`src/hw/rtl/modexp_pkg.sv`:
```
`timescale 1ns / 1ps
// ----------------------------------------------------------------------------
// modexp_pkg
// Shared types and constants for the modular exponentiation block.
// ----------------------------------------------------------------------------
package modexp_pkg;

    localparam int BaseWidth = 32;
    localparam int ExpWidth  = 32;
    localparam int ModWidth  = 30;
    localparam int CntWidth  = 6;

    localparam logic [ModWidth-1:0] ModulusReset = 30'd1000000007;

    // operand lengths in bits for the shared multiplier
    localparam logic [CntWidth-1:0] LenBase = 6'd32;
    localparam logic [CntWidth-1:0] LenMod  = 6'd30;

    typedef struct packed {
        logic                 start;
        logic [BaseWidth-1:0] a;
        logic [ModWidth-1:0]  b;
        logic [CntWidth-1:0]  len;
    } t_mul_req;

    typedef struct packed {
        logic                done;
        logic [ModWidth-1:0] result;
    } t_mul_rsp;

endpackage

```
`src/hw/rtl/modexp_modmul.sv`:
```
`timescale 1ns / 1ps
// ----------------------------------------------------------------------------
// modexp_modmul
// Shared modular multiplier: interleaved shift-add with reduction, one bit of
// operand a per cycle, msb first. Operand b must not exceed the modulus.
// ----------------------------------------------------------------------------
module modexp_modmul (
    input  logic                              i_clk,
    input  logic                              i_rst_n,
    input  logic [modexp_pkg::ModWidth-1:0]   i_modulus,
    input  modexp_pkg::t_mul_req              i_req,
    output modexp_pkg::t_mul_rsp              o_rsp
);

    logic                               r_busy, n_busy;
    logic                               r_done, n_done;
    logic [modexp_pkg::CntWidth-1:0]    r_cnt, n_cnt;
    logic [modexp_pkg::BaseWidth-1:0]   r_a, n_a;
    logic [modexp_pkg::ModWidth-1:0]    r_b, n_b;
    logic [modexp_pkg::ModWidth-1:0]    r_r, n_r;

    logic [modexp_pkg::BaseWidth-1:0]   w_sum;
    logic [modexp_pkg::BaseWidth-1:0]   w_m1;
    logic [modexp_pkg::BaseWidth-1:0]   w_m2;
    logic [modexp_pkg::BaseWidth-1:0]   w_red;

    assign w_m1  = {2'b00, i_modulus};
    assign w_m2  = {1'b0, i_modulus, 1'b0};
    assign w_sum = {1'b0, r_r, 1'b0}
                 + (r_a[modexp_pkg::BaseWidth-1] ? {2'b00, r_b} : '0);

    always_comb begin
        if (w_sum >= w_m2) begin
            w_red = w_sum - w_m2;
        end else if (w_sum >= w_m1) begin
            w_red = w_sum - w_m1;
        end else begin
            w_red = w_sum;
        end
    end

    always_comb begin
        n_busy = r_busy;
        n_done = 1'b0;
        n_cnt  = r_cnt;
        n_a    = r_a;
        n_b    = r_b;
        n_r    = r_r;
        if (i_req.start) begin
            n_busy = 1'b1;
            n_cnt  = i_req.len;
            n_a    = i_req.a;
            n_b    = i_req.b;
            n_r    = '0;
        end else if (r_busy) begin
            n_r   = w_red[modexp_pkg::ModWidth-1:0];
            n_a   = {r_a[modexp_pkg::BaseWidth-2:0], 1'b0};
            n_cnt = r_cnt - 1'b1;
            if (r_cnt == 6'd1) begin
                n_busy = 1'b0;
                n_done = 1'b1;
            end
        end
    end

    always_ff @(posedge i_clk) begin
        if (!i_rst_n) begin
            r_busy <= 1'b0;
            r_done <= 1'b0;
        end else begin
            r_busy <= n_busy;
            r_done <= n_done;
        end
        r_cnt <= n_cnt;
        r_a   <= n_a;
        r_b   <= n_b;
        r_r   <= n_r;
    end

    assign o_rsp.done   = r_done;
    assign o_rsp.result = r_r;

endmodule

```
`src/hw/rtl/modexp_ctrl.sv`:
```
`timescale 1ns / 1ps
// ----------------------------------------------------------------------------
// modexp_ctrl
// Sequencer for right-to-left square-and-multiply over the shared multiplier.
// ----------------------------------------------------------------------------
module modexp_ctrl (
    input  logic                               i_clk,
    input  logic                               i_rst_n,
    input  logic                               i_valid,
    output logic                               o_ready,
    input  logic [modexp_pkg::BaseWidth-1:0]   i_base,
    input  logic [modexp_pkg::BaseWidth-1:0]   i_exponent,
    output logic                               o_valid,
    input  logic                               i_ready,
    output logic [modexp_pkg::ModWidth-1:0]    o_power,
    output modexp_pkg::t_mul_req               o_req,
    input  modexp_pkg::t_mul_rsp               i_rsp
);

    localparam logic [2:0] StIdle = 3'd0;
    localparam logic [2:0] StRed  = 3'd1;
    localparam logic [2:0] StMul  = 3'd2;
    localparam logic [2:0] StSqr  = 3'd3;
    localparam logic [2:0] StOut  = 3'd4;

    logic [2:0]                         r_state, n_state;
    logic [modexp_pkg::ExpWidth-1:0]    r_exp, n_exp;
    logic [modexp_pkg::ModWidth-1:0]    r_acc, n_acc;
    logic [modexp_pkg::ModWidth-1:0]    r_b, n_b;
    logic                               r_start, n_start;
    logic [modexp_pkg::BaseWidth-1:0]   r_a_op, n_a_op;
    logic [modexp_pkg::ModWidth-1:0]    r_b_op, n_b_op;
    logic [modexp_pkg::CntWidth-1:0]    r_len, n_len;

    logic                               w_go;
    logic [modexp_pkg::ExpWidth-1:0]    w_e;
    logic [modexp_pkg::ModWidth-1:0]    w_bv;
    logic [modexp_pkg::ModWidth-1:0]    w_accv;

    always_comb begin
        n_state = r_state;
        n_exp   = r_exp;
        n_acc   = r_acc;
        n_b     = r_b;
        n_start = 1'b0;
        n_a_op  = r_a_op;
        n_b_op  = r_b_op;
        n_len   = r_len;
        w_go    = 1'b0;
        w_e     = r_exp;
        w_bv    = r_b;
        w_accv  = r_acc;
        case (r_state)
            StIdle: begin
                if (i_valid) begin
                    n_exp   = i_exponent[modexp_pkg::ExpWidth-1:0];
                    n_acc   = {{(modexp_pkg::ModWidth-1){1'b0}}, 1'b1};
                    n_start = 1'b1;
                    n_a_op  = i_base;
                    n_b_op  = {{(modexp_pkg::ModWidth-1){1'b0}}, 1'b1};
                    n_len   = modexp_pkg::LenBase;
                    n_state = StRed;
                end
            end
            StRed: begin
                if (i_rsp.done) begin
                    n_b  = i_rsp.result;
                    w_go = 1'b1;
                    w_bv = i_rsp.result;
                end
            end
            StMul: begin
                if (i_rsp.done) begin
                    n_acc   = i_rsp.result;
                    n_start = 1'b1;
                    n_a_op  = {r_b, 2'b00};
                    n_b_op  = r_b;
                    n_len   = modexp_pkg::LenMod;
                    n_state = StSqr;
                end
            end
            StSqr: begin
                if (i_rsp.done) begin
                    n_b   = i_rsp.result;
                    n_exp = r_exp >> 1;
                    w_go  = 1'b1;
                    w_e   = r_exp >> 1;
                    w_bv  = i_rsp.result;
                end
            end
            StOut: begin
                if (i_ready) begin
                    n_state = StIdle;
                end
            end
            default: begin
                n_state = StIdle;
            end
        endcase

        // next exponent bit
        if (w_go) begin
            if (w_e == '0) begin
                n_state = StOut;
            end else if (w_e[0]) begin
                n_start = 1'b1;
                n_a_op  = {w_accv, 2'b00};
                n_b_op  = w_bv;
                n_len   = modexp_pkg::LenMod;
                n_state = StMul;
            end else begin
                n_start = 1'b1;
                n_a_op  = {w_bv, 2'b00};
                n_b_op  = w_bv;
                n_len   = modexp_pkg::LenMod;
                n_state = StSqr;
            end
        end
    end

    always_ff @(posedge i_clk) begin
        if (!i_rst_n) begin
            r_state <= StIdle;
            r_start <= 1'b0;
        end else begin
            r_state <= n_state;
            r_start <= n_start;
        end
        r_exp  <= n_exp;
        r_acc  <= n_acc;
        r_b    <= n_b;
        r_a_op <= n_a_op;
        r_b_op <= n_b_op;
        r_len  <= n_len;
    end

    assign o_ready     = (r_state == StIdle);
    assign o_valid     = (r_state == StOut);
    assign o_power     = r_acc;
    assign o_req.start = r_start;
    assign o_req.a     = r_a_op;
    assign o_req.b     = r_b_op;
    assign o_req.len   = r_len;

endmodule

```
`src/hw/rtl/modular_exponentiation_top.sv`:
```
`timescale 1ns / 1ps
// ----------------------------------------------------------------------------
// modular_exponentiation_top
// Base to the exponent modulo a configured modulus, by square-and-multiply.
// ----------------------------------------------------------------------------
// One item at a time runs through a single shared modular multiplier that
// handles one operand bit per cycle. The base is first reduced; each exponent
// bit then costs a square plus a multiply when the bit is set, and scanning
// stops at the highest set bit. The input is not ready from acceptance until
// the result is taken. A modulus write of zero acts as a modulus of one.
module modular_exponentiation_top (
    input  logic                               i_clk,
    input  logic                               i_rst_n,
    input  logic                               i_cfg_we,
    input  logic [modexp_pkg::ModWidth-1:0]    i_cfg_wdata,
    input  logic                               i_valid,
    output logic                               o_ready,
    input  logic [modexp_pkg::BaseWidth-1:0]   i_base,
    input  logic [modexp_pkg::BaseWidth-1:0]   i_exponent,
    output logic                               o_valid,
    input  logic                               i_ready,
    output logic [modexp_pkg::ModWidth-1:0]    o_power
);

    logic [modexp_pkg::ModWidth-1:0] r_modulus, n_modulus;
    modexp_pkg::t_mul_req            w_req;
    modexp_pkg::t_mul_rsp            w_rsp;

    always_comb begin
        n_modulus = r_modulus;
        if (i_cfg_we) begin
            n_modulus = (i_cfg_wdata == '0) ? {{(modexp_pkg::ModWidth-1){1'b0}}, 1'b1}
                                            : i_cfg_wdata;
        end
    end

    always_ff @(posedge i_clk) begin
        if (!i_rst_n) begin
            r_modulus <= modexp_pkg::ModulusReset;
        end else begin
            r_modulus <= n_modulus;
        end
    end

    modexp_ctrl u_ctrl (
        .i_clk      (i_clk),
        .i_rst_n    (i_rst_n),
        .i_valid    (i_valid),
        .o_ready    (o_ready),
        .i_base     (i_base),
        .i_exponent (i_exponent),
        .o_valid    (o_valid),
        .i_ready    (i_ready),
        .o_power    (o_power),
        .o_req      (w_req),
        .i_rsp      (w_rsp)
    );

    modexp_modmul u_modmul (
        .i_clk     (i_clk),
        .i_rst_n   (i_rst_n),
        .i_modulus (r_modulus),
        .i_req     (w_req),
        .o_rsp     (w_rsp)
    );

    // result is reduced, or the unreduced one for a zero exponent
    a_power_range: assert property (@(posedge i_clk) disable iff (!i_rst_n)
        o_valid |-> (o_power < r_modulus) || (o_power == 1))
        else $error("power out of range");

    // busy after an accepted item
    a_busy_after_accept: assert property (@(posedge i_clk) disable iff (!i_rst_n)
        (i_valid && o_ready) |=> !o_ready && !o_valid)
        else $error("ready after accept");

    // multiplier only reports while an item is in work
    a_done_when_busy: assert property (@(posedge i_clk) disable iff (!i_rst_n)
        w_rsp.done |-> !o_ready && !o_valid)
        else $error("multiplier done while idle");

    // a start never lands while the result is shown
    a_no_start_out: assert property (@(posedge i_clk) disable iff (!i_rst_n)
        o_valid |-> !w_req.start)
        else $error("multiplier started during output");

endmodule

```
`config.mk`:
```
export PLATFORM = sky130hd
export DESIGN_NAME = modular_exponentiation_top
export DESIGN_NICKNAME = d
export VERILOG_FILES = /design/src/hw/rtl/modexp_pkg.sv /design/src/hw/rtl/modexp_modmul.sv /design/src/hw/rtl/modexp_ctrl.sv /design/src/hw/rtl/modular_exponentiation_top.sv
export SDC_FILE = /design/constraint.sdc
export NUM_CORES = 1
export LEC_CHECK = 0
export BUFFER_PORTS_ARGS = -buffer_cell sky130_fd_sc_hd__buf_4
export CORE_MARGIN = 5
export CORE_UTILIZATION = 66
export DETAILED_ROUTE_END_ITERATION = 6
export PLACE_DENSITY = 0.86
export SLEW_MARGIN = 30
export SYNTH_ARGS = -nofsm -noshare
export SYNTH_HDL_FRONTEND = slang
export SYNTH_SLANG_ARGS = --single-unit
```
`constraint.sdc`:
```
create_clock -name i_clk -period 15.55 [get_ports i_clk]
set_clock_uncertainty 0.15 [all_clocks]
set_input_delay 1.555 -clock i_clk [delete_from_list [all_inputs] [get_ports i_clk]]
set_output_delay 1.555 -clock i_clk [all_outputs]
set_load 0.01 [all_outputs]
```
## Yosys cells after proc, flatten, opt, wreduce, memory -nomap -nowiden

Index checks and enable logic that the tools add are counted.

- Register bits after elaboration: 294
- Output and inout port bits: 32
- Logic and storage cells: 95

- Add/subtract/negate cells: 4
- $lt $le $gt $ge: 2
- Equal/unequal tests: 11
- Multiplexer cells: 50
- Bitwise operators: 2
- Reductions and logical operators: 11

Operator list:

| cell | count |
|---|---|
| 2-to-1 mux 30 bit | 12 |
| 2-to-1 mux 32 bit | 10 |
| case mux 32 bit (2 select lines) | 2 |
| case mux 30 bit (2 select lines) | 2 |
| subtractor 30 bit | 2 |
| 2-to-1 mux 6 bit | 6 |
| adder 31 x 30 -> 32 bit | 1 |
| greater-or-equal comparator 32 x 30 -> 1 bit | 1 |
| greater-or-equal comparator 32 x 31 -> 1 bit | 1 |
| logical NOT 32 bit | 1 |
| logical NOT 30 bit | 1 |
| 2-to-1 mux 3 bit | 5 |
| case mux 3 bit (4 select lines) | 1 |
| case mux 6 bit (2 select lines) | 1 |
| 2-to-1 mux 1 bit | 10 |
| == test 3 x 2 -> 1 bit, second input constant | 2 |
| == test 6 x 1 -> 1 bit, second input constant | 1 |
| inequality test 3 x 1 -> 1 bit, second input constant | 2 |
| nonzero test 2 bit | 3 |
| subtractor 6 x 1 -> 6 bit, second input constant | 1 |
| inequality test 2 x 1 -> 1 bit, second input constant | 2 |
| AND reduction 4 bit | 1 |
| == test 3 x 1 -> 1 bit, second input constant | 1 |
| == test 3 bit, second input constant | 1 |
| 9 further kinds | 10 |

## Longest topological paths before layout

Gate-level depths: netlist of run 1.

- Depth in word-level cells: 6
- Gate-level depth with buffers: 25
- Depth with buffers taken out: 22

## Modules after synthesis

From an unflattened synthesis of run 1, not the netlist that was laid out.

- Cells, all modules: 1782
- Area total of the unflattened synthesis: 17824.6 µm²

By module, submodules not included:

| module | times used | cells an instance | area each (µm²) | seq. area each (µm²) |
|---|---|---|---|---|
| modexp_modmul | 1 | 1056 | 9237.6 | 2682.6 |
| modexp_ctrl | 1 | 617 | 7403.4 | 3903.7 |
| modular_exponentiation_top | 1 | 109 | 1183.6 | 600.6 |

## Worst setup path after synthesis of run 1

OpenSTA, ideal clock, no wires.

- Kind: register to register
- Start: reg u_modmul.r_a[31] (netlist bit)
- End: reg u_modmul.r_r[25] (netlist bit)
- Setup time: 122 ps
- Arrival time: 4998 ps
- Slack: 10281 ps
- Cell stages (with the launch flop): 24
- Path buffers: 1
- Cell sequence: edfxtp_1 -> clkbuf_1 -> and2_1 -> ha_1 -> fa_1 -> a21o_1 -> a221oi_4 -> nor2b_1 -> o31a_1 -> nor3_1 -> o21bai_1 -> a21oi_1 -> xnor2_1 -> ha_1 -> and4_1 -> and4_1 -> nor4b_2 -> a31oi_1 -> a21oi_1 -> o21bai_1 -> a31oi_1 -> xnor2_1 -> mux2_2 -> a221o_1

- Longest elaborated chain between the ends: 5
- Elaborated cells between the ends (all ways): 8

Ends and longest elaborated chain:

| element | line | text |
|---|---|---|
| start: declaration | modexp_modmul.sv:18 | `logic [modexp_pkg::BaseWidth-1:0] r_a, n_a;` |
| start signal: assignment | modexp_modmul.sv:75 | `r_a <= n_a;` |
| 2-to-1 mux 30 bit (*) | modexp_modmul.sv:30 | `+ (r_a[modexp_pkg::BaseWidth-1] ? {2'b00, r_b} : '0);` |
| adder 31 x 30 -> 32 bit (*) | modexp_modmul.sv:30 |  |
| subtractor 30 bit / greater-or-equal comparator 32 x 30 -> 1 bit (equally long branches) | modexp_modmul.sv:36, modexp_modmul.sv:35 |  |
| 2-to-1 mux 30 bit | modexp_modmul.sv:35 | `end else if (w_sum >= w_m1) begin` |
| 2-to-1 mux 30 bit (*) | modexp_modmul.sv:33 | `if (w_sum >= w_m2) begin` |
| end signal: assignment | modexp_modmul.sv:77 | `r_r <= n_r;` |
| end: declaration | modexp_modmul.sv:20 | `logic [modexp_pkg::ModWidth-1:0] r_r, n_r;` |

Every way passes the cells marked *; elsewhere a longest branch is shown, timed or not.
A chain may end at the register's enable or synchronous reset.

## Worst setup path in the final report of run 1

- Start: reg u_modmul.r_a[31] (netlist bit)
- End: reg u_modmul.r_r[11] (netlist bit)

Same word-level chain as after synthesis.

==> flow_summary_export.csv, run 1 <==
group,metric,value,unit
logic_synthesis,synth.most_common_cell,"nand2_1",
die,core,25760,um^2
sta,setup_viol,0,
pwr,seq_power_share,30.9,%
logic_synthesis,synthMuxAreaShare,9.692,%
setup_path,worstPathRequired,15.83,ns
placement,pre_cts_ws,9.071,ns
pwr,powerDensity,162.4,nW/um^2
final_layout,diodes,0,
cts,clockBufferDepth,3,
final_layout,regArea,7194,um^2
sta,finalCriticalPeriod,6.678,ns
die,die_area,29260,um^2
logic_synthesis,synth.net_count,1946,
logic_synthesis,synth-xor-area-share,3.939,%
final_layout,fin_nets,2027,
cts,clk_latency,0.58,ns
cts,numCtsBuffers,31,
cts,clk_pin_slew,0.06,ns
pwr,netSwitchingFraction,39.21,%
die,num_rows,59,
sta,hold_viol,0,
setup_path,worst_setup_path_start_kind,"register",
cts,ctsHoldBuffers,0,
logic_synthesis,synth_cell_types,87,
logic_synthesis,synth_area_leader_cell,"edfxtp_1",
final_layout,syn2layout_area_growth,12.83,%
logic_synthesis,synth_commonest_cells,"172 x nand2_1, 164 x dfxtp_1, 130 x edfxtp_1, 127 x a21oi_1, 110 x o21ai_0",
setup_path,crit_arrival,6.95,ns
min_path,hp-class,"reg2reg",
sta,drv_slew,0,
final_layout,layout-drive-gt1-share,15.98,%
drt,num_vias,14199,
final_layout,fillers,1765,
grt,grt_pass1_vias,13558,
final_layout,fin_util,74.97,%
drt,wl_per_cell,20.54,um
drt,route.detailed.drc,0,
placement,portBuffers,130,
logic_synthesis,synth.avg_cell_area,9.765,um^2
pwr,clkPwrFrac,24.5,%
setup_path,cp_max_fo,30,
placement,gp_congestion,0.9324,
sta,maxSlewHeadroom,37.71,%
status,status,"complete, no violations",
setup_path,path_class,"reg2reg",
pwr,p_comb_share,44.7,%
logic_synthesis,yosysTopAreaCellShare,22.80,%
logic_synthesis,synth-seq-area-share,41.98,%
logic_synthesis,syn_inst,1753,
logic_synthesis,netlist_area,17120,um^2
drt,avgViaCountPerCell,6.472,
cts,cts_setup_buffers,0,
pwr,p_switching,1230,uW
sta,rsz0062_at_grt,"no",
sta,final.setup.tns,0,ns
logic_synthesis,synth_flop_cell,"dfxtp_1",
drt,ant_nets,0,
drt,drt_wl_total,45060,um
grt,grt_antenna_before_repair,0,
cts,cts_tree,"yes",
sta,post-route-worst-setup-slack,8.872,ns
grt,grt_overflow,0,
drt,dr.pass1.iters,6,
final_layout,multi_input_area,9344,um^2
logic_synthesis,synth-seq-cells,294,
pwr,intPower,1907,uW
logic_synthesis,yosysWarnings,0,
die,die_w,171.1,um
grt,grt_max_degree,91,
cts,htree_levels,1,
logic_synthesis,synth-simple-area-share,13.17,%
sta,fmax,149.8,MHz
flow_run,drv_cap,0,
logic_synthesis,ys_async_sr_fraction,0,%
pwr,vdd_drop_max,125.3,uV
cts,cts_resized,0,
logic_synthesis,synth-compound-area-share,20.57,%
sta,period_share,42.94,%
cts,clock_sinks,294,
drt,drt_iter0_drc,1423,
logic_synthesis,synth_area_leaders,"edfxtp_1 23%, dfxtp_1 19%, ha_1 6.7%",
sta,tightestPinTransition,0.9342,ns
placement,place_hpwl,32080,um
logic_synthesis,synth_top_family_by_area,"compound AO/OA/AOI/OAI gates",
logic_synthesis,synth_edf_count,130,
logic_synthesis,synth-adder-area-share,7.002,%
grt,grt_usage,29.87,%
cts,clockRootBuffer,"clkbuf_16",
die,ios,131,
pwr,leakage,0.007968,uW
die,die_h,171.1,um
setup_path,critPathCaptureType,"register",
die,initial_utilization,66.45,%
grt,grt_pass1_wl,71700,um
registers in the layout, indices dropped and copies added, names as in the netlist:
signal,flops
u_ctrl.r_len,6
u_ctrl.r_exp,32
u_modmul.r_cnt,6
u_modmul.r_b,30
u_modmul.r_r,30
u_modmul.r_busy,1
u_ctrl.r_state,3
u_ctrl.r_b_op,30
u_ctrl.r_a_op,32
u_ctrl.r_b,30
u_modmul.r_a,32
u_modmul.r_done,1
r_modulus,30
u_ctrl.o_power,30
u_ctrl.r_start,1
final timing paths:
path,start,end,slack (ns),cells past startpoint
min,u_ctrl.r_b_op[23],u_modmul.r_b[23],0.28,0
max reg2reg,u_modmul.r_a[31],u_modmul.r_r[11],8.87,22
min reg2reg,u_ctrl.r_b_op[23],u_modmul.r_b[23],0.28,0
max,u_modmul.r_a[31],u_modmul.r_r[11],8.87,22
area by class of cell:
class,instances,share of cell area (%)
clock inverters,20,1.185
repair buffers,141,5.480
clock buffers,38,4.314
multi-input cells,1303,48.38
well taps,335,2.170
inverters,63,1.224
flip-flops and latches,294,37.25
cells by family (layout without fill, tap and decap cells):
| logic type | count (synthesis) | after routing |
|---|---|---|
| buf+inv | 156 | 262 |
| fa+ha+maj | 94 | 94 |
| compound gates | 522 | 522 |
| xor+xnor | 77 | 77 |
| flops | 294 | 294 |
| simple gates | 454 | 454 |
| mux | 156 | 156 |
cells in the final DEF, fill, tap and decap left out, types with 6 or more instances in the layout:
cell type	netlist	final
o21bai_1	16	16
edfxtp_1	130	130
clkbuf_16	0	32
a31oi_1	14	14
nor2b_1	28	28
o22ai_1	9	9
xor2_1	28	28
mux2_2	66	66
o211ai_1	18	18
nand4_1	15	15
and3_1	13	13
ha_1	91	91
nand3_1	26	26
xnor2_1	49	49
a211oi_1	40	40
a22o_1	30	30
o21a_1	9	9
dfxtp_1	164	162
a21oi_1	127	127
a221oi_1	7	7
a22oi_1	29	29
nand2_1	172	172
clkinv_2	0	8
mux2i_1	87	86
and2_1	66	65
a21o_1	43	43
o21ai_0	110	110
nor2_1	55	53
nand2b_1	6	6
nor4_1	15	15
inv_1	63	63
buf_4	1	141
or2_2	9	8
nor3_1	25	25
power by group through the flow:
stage | sequential [uW] | combinational (uW) | clock, uW
after CTS | 965 | 1360 | 772
after floorplan | 938 | 1060 | 0
after detailed placement | 979 | 1350 | 0
final | 969 | 1400 | 767
after global routing | 975 | 1510 | 804
after global placement | 975 | 1330 | 0
through the flow:
step,cells,area (um^2),hold WS (ns),total power (uW)
6_report,2194,19310,0.2792,3137
5_1_grt,2194,19310,0.2848,3291
4_1_cts,2194,19310,0.2804,3099
3_5_place_dp,2136,18250,0.2653,2330
3_3_place_gp,2136,18250,0.2633,2300
2_1_floorplan,1753,17120,0.2591,1997
routing by layer:
layer / GRT usage (%) / vias up / part of all wire, %
met3: 4.113 / 71 / 8.8
met4: 6.545 / 0 / 2.1
met1: 45.32 / 6753 / 45
met2: 45.88 / 697 / 44
met5: 0 / - / 0
li1: - / 6678 / -
critical path, cell delays in order (launching register included):
cell and delay (ns):
edfxtp_1 0.68, and2_1 0.27, ha_1 0.21, fa_1 0.41, a21o_1 0.23, a221oi_4 0.31
nor2b_1 0.12, o31a_1 0.29, nor3_1 0.23, o21bai_1 0.11, a21oi_1 0.17, xnor2_1 0.16
ha_1 0.42, nand3_1 0.17, nor2_1 0.19, inv_1 0.09, a2111oi_2 0.41, a2111oi_4 0.14
o31ai_1 0.22, a221o_1 0.90, nor2_4 0.19, a221oi_1 0.34, nor2_1 0.08
Power figures use the tool's default switching activity.
==> run 2: changes to the inputs <==
--- a/config.mk
+++ b/config.mk
@@ -7,9 +7,9 @@
 export LEC_CHECK = 0
 export BUFFER_PORTS_ARGS = -buffer_cell sky130_fd_sc_hd__buf_4
 export CORE_MARGIN = 5
-export CORE_UTILIZATION = 66
+export CORE_UTILIZATION = 55
 export DETAILED_ROUTE_END_ITERATION = 6
-export PLACE_DENSITY = 0.86
+export PLACE_DENSITY = 0.77
 export SLEW_MARGIN = 30
 export SYNTH_ARGS = -nofsm -noshare
 export SYNTH_HDL_FRONTEND = slang
==> constraint.sdc (replaced) <==
create_clock -name i_clk -period 5.85 [get_ports i_clk]
set_clock_uncertainty 0.15 [all_clocks]
set_input_delay 0.585 -clock i_clk [delete_from_list [all_inputs] [get_ports i_clk]]
set_output_delay 0.585 -clock i_clk [all_outputs]
set_load 0.01 [all_outputs]
==> run 2 against run 1 <==
Effect of this change:
- via count is 0.15% lower
- core utilization down 9.9 points
- critical path depth is 2 lower
- clock power grew to 2.8 times the previous value
- maximum frequency grew 17%
- flip-flop and latch count unchanged
- cell area up 3.4%
==> flow_summary_export.csv, run 2 (same netlist as run 1, synthesis figures left out) <==
group,metric,value,unit
status,status,"complete, no violations",
setup_path,crit_path_max_incr_delay,0.47,ns
final_layout,layout-drive-gt1-share,19.05,%
die,die_area,34750,um^2
pwr,seq_power_share,29.1,%
sta,post-route-worst-setup-slack,0.1459,ns
cts,clockBufferDepth,3,
pwr,intPower,5355,uW
drt,wl_met1,22510,um
cts,clockRootBuffer,"clkbuf_16",
pwr,p_switching,3457,uW
pwr,p_comb_share,46.7,%
final_layout,multi_input_area,9554,um^2
setup_path,crit_arrival,6.00,ns
sta,maxSlewHeadroom,37.87,%
final_layout,final_cells,2296,
die,die_h,186.4,um
setup_path,crit_chain,"and2_1, ha_1, fa_2, a21o_1, a221oi_4, nor2b_2, o31a_1, nor3_2, o21bai_1, a21oi_2, xnor2_2, ha_1, a21o_1, a21o_1, a2111oi_4, o31ai_4, a221oi_4, nand2_2, mux2_1, a211oi_2",
cts,clk_pin_slew,0.06,ns
drt,met3_length,3450,um
setup_path,path_class,"reg2reg",
pwr,netSwitchingFraction,39.23,%
die,num_rows,64,
pwr,powerDensity,441.3,nW/um^2
grt,grt_antenna_before_repair,0,
final_layout,final_cell_area,19970,um^2
placement,place_hpwl,33910,um
sta,setup_viol,0,
placement,portBuffers,130,
placement,pre_cts_ws,-0.08651,ns
die,ios,131,
final_layout,syn2layout_area_growth,16.63,%
drt,dr.pass1.iters,5,
sta,drv_slew,0,
min_path,hp-class,"in2reg",
cts,clk_latency,0.52,ns
final_layout,fin_nets,2068,
sta,finalCriticalPeriod,5.704,ns
drt,drt_iter0_drc,1059,
pwr,vdd_drop_max,272.0,uV
placement,gp_congestion,0.9348,
sta,period_share,97.51,%
cts,ctsHoldBuffers,0,
grt,grt_pass1_vias,13524,
setup_path,critPathCaptureType,"register",
drt,wl_per_cell,20.47,um
final_layout,layout_common_cells,"176 x buf_4, 171 x nand2_1, 162 x dfxtp_1, 130 x edfxtp_1, 123 x a21oi_1",
final_layout,reg_top3,"u_ctrl.r_a_op x32, u_ctrl.r_exp x32, u_modmul.r_a x32",
drt,route.detailed.drc,0,
setup_path,worstPathRequired,6.15,ns
pwr,clkPwrFrac,24.3,%
sta,tightestPinTransition,0.9319,ns
placement,placed_cells,2227,
setup_path,r2r_slack,0.15,ns
setup_path,cp_max_fo,6,
flow_run,drv_cap,0,
drt,drt_wl_total,46990,um
grt,grt_pass1_wl,73840,um
final_layout,diodes,0,
final_layout,final_common_cell,"buf_4",
cts,numCtsBuffers,34,
sta,hold_viol,0,
drt,num_vias,14177,
final_layout,fillers,2443,
cts,cts_tree,"yes",
die,die_w,186.4,um
drt,top_layer,"met4",
die,initial_utilization,55.82,%
die,core,30670,um^2
cts,htree_levels,2,
setup_path,cp_slowest_cell,"edfxtp_1",
grt,grt_max_degree,66,
pwr,leakage,0.008249,uW
drt,ant_nets,0,
sta,final.setup.tns,0,ns
drt,met2WireLength,20280,um
setup_path,cp_common_cell,"a21o_1",
cts,clock_sinks,294,
drt,avgViaCountPerCell,6.175,
sta,fmax,175.3,MHz
grt,grt_usage,25.26,%
setup_path,worst_setup_path_start_kind,"register",
placement,dpl_cell_area,18560,um^2
grt,grt_overflow,0,
final_layout,regArea,7194,um^2
## run 2: area by class of cell
type                            count  area share (%)
Tap cell                          396           2.482
Multi-Input combinational cell   1303           47.85
Clock buffer                       54           5.201
Clock inverter                      7          0.4512
Sequential cell                   294           36.03
Timing Repair Buffer              179           6.799
Inverter                           63           1.184
## run 2: what timing repair did
item / in CTS / in global routing
pin swaps: 1 / 22
resized for setup: 4 / 37
buffers inserted: 1 / 7
endpoints found under the setup margin: 9 / 30
## run 2: critical path, delay by kind of cell (launching register included)
family / cells / cell delay [ns]
multiplexers: 1 / 0.36
XOR/XNOR: 1 / 0.20
AND/OR/NAND/NOR: 4 / 0.69
flip-flops: 1 / 0.47
AO/OA/AOI/OAI: 11 / 2.82
adder cells (fa/ha/maj): 3 / 0.93
## run 2: worst paths after layout
kind	to	from	cells after the start
max	u_modmul.r_r[0]	u_modmul.r_a[31]	20
min	u_ctrl.r_a_op[0]	i_base[0]	2
max reg2reg	u_modmul.r_r[0]	u_modmul.r_a[31]	20
min reg2reg	u_modmul.r_b[4]	u_ctrl.r_b_op[4]	0
## run 2: through the flow
| stage | power (uW) | util [%] | hold WS (ns) |
|---|---|---|---|
| global route | 9251 | 65.10 | 0.1381 |
| finish | 8811 | 65.10 | 0.1391 |
| CTS | 8600 | 64.30 | 0.1249 |
| global placement | 6406 | 60.52 | 0.2641 |
| floorplan | 5309 | - | 0.2591 |
| detailed placement | 6431 | 60.53 | 0.2682 |
## run 2: metal layers
layer  global-route usage (%)  vias to the layer above
li1                         -                     6758
met1                    39.14                     6793
met2                    37.68                      563
met3                    3.961                       63
met4                    4.771                        0
met5                        0                        -
## run 2: power groups by stage
| stage | Sequential (uW) | Clock (uW) | Combinational (uW) |
|---|---|---|---|
| 2_1_floorplan | 2490 | 0 | 2810 |
| 3_3_place_gp | 2580 | 0 | 3820 |
| 3_5_place_dp | 2590 | 0 | 3840 |
| 4_1_cts | 2550 | 2170 | 3880 |
| 5_1_grt | 2580 | 2250 | 4420 |
| 6_report | 2560 | 2140 | 4110 |
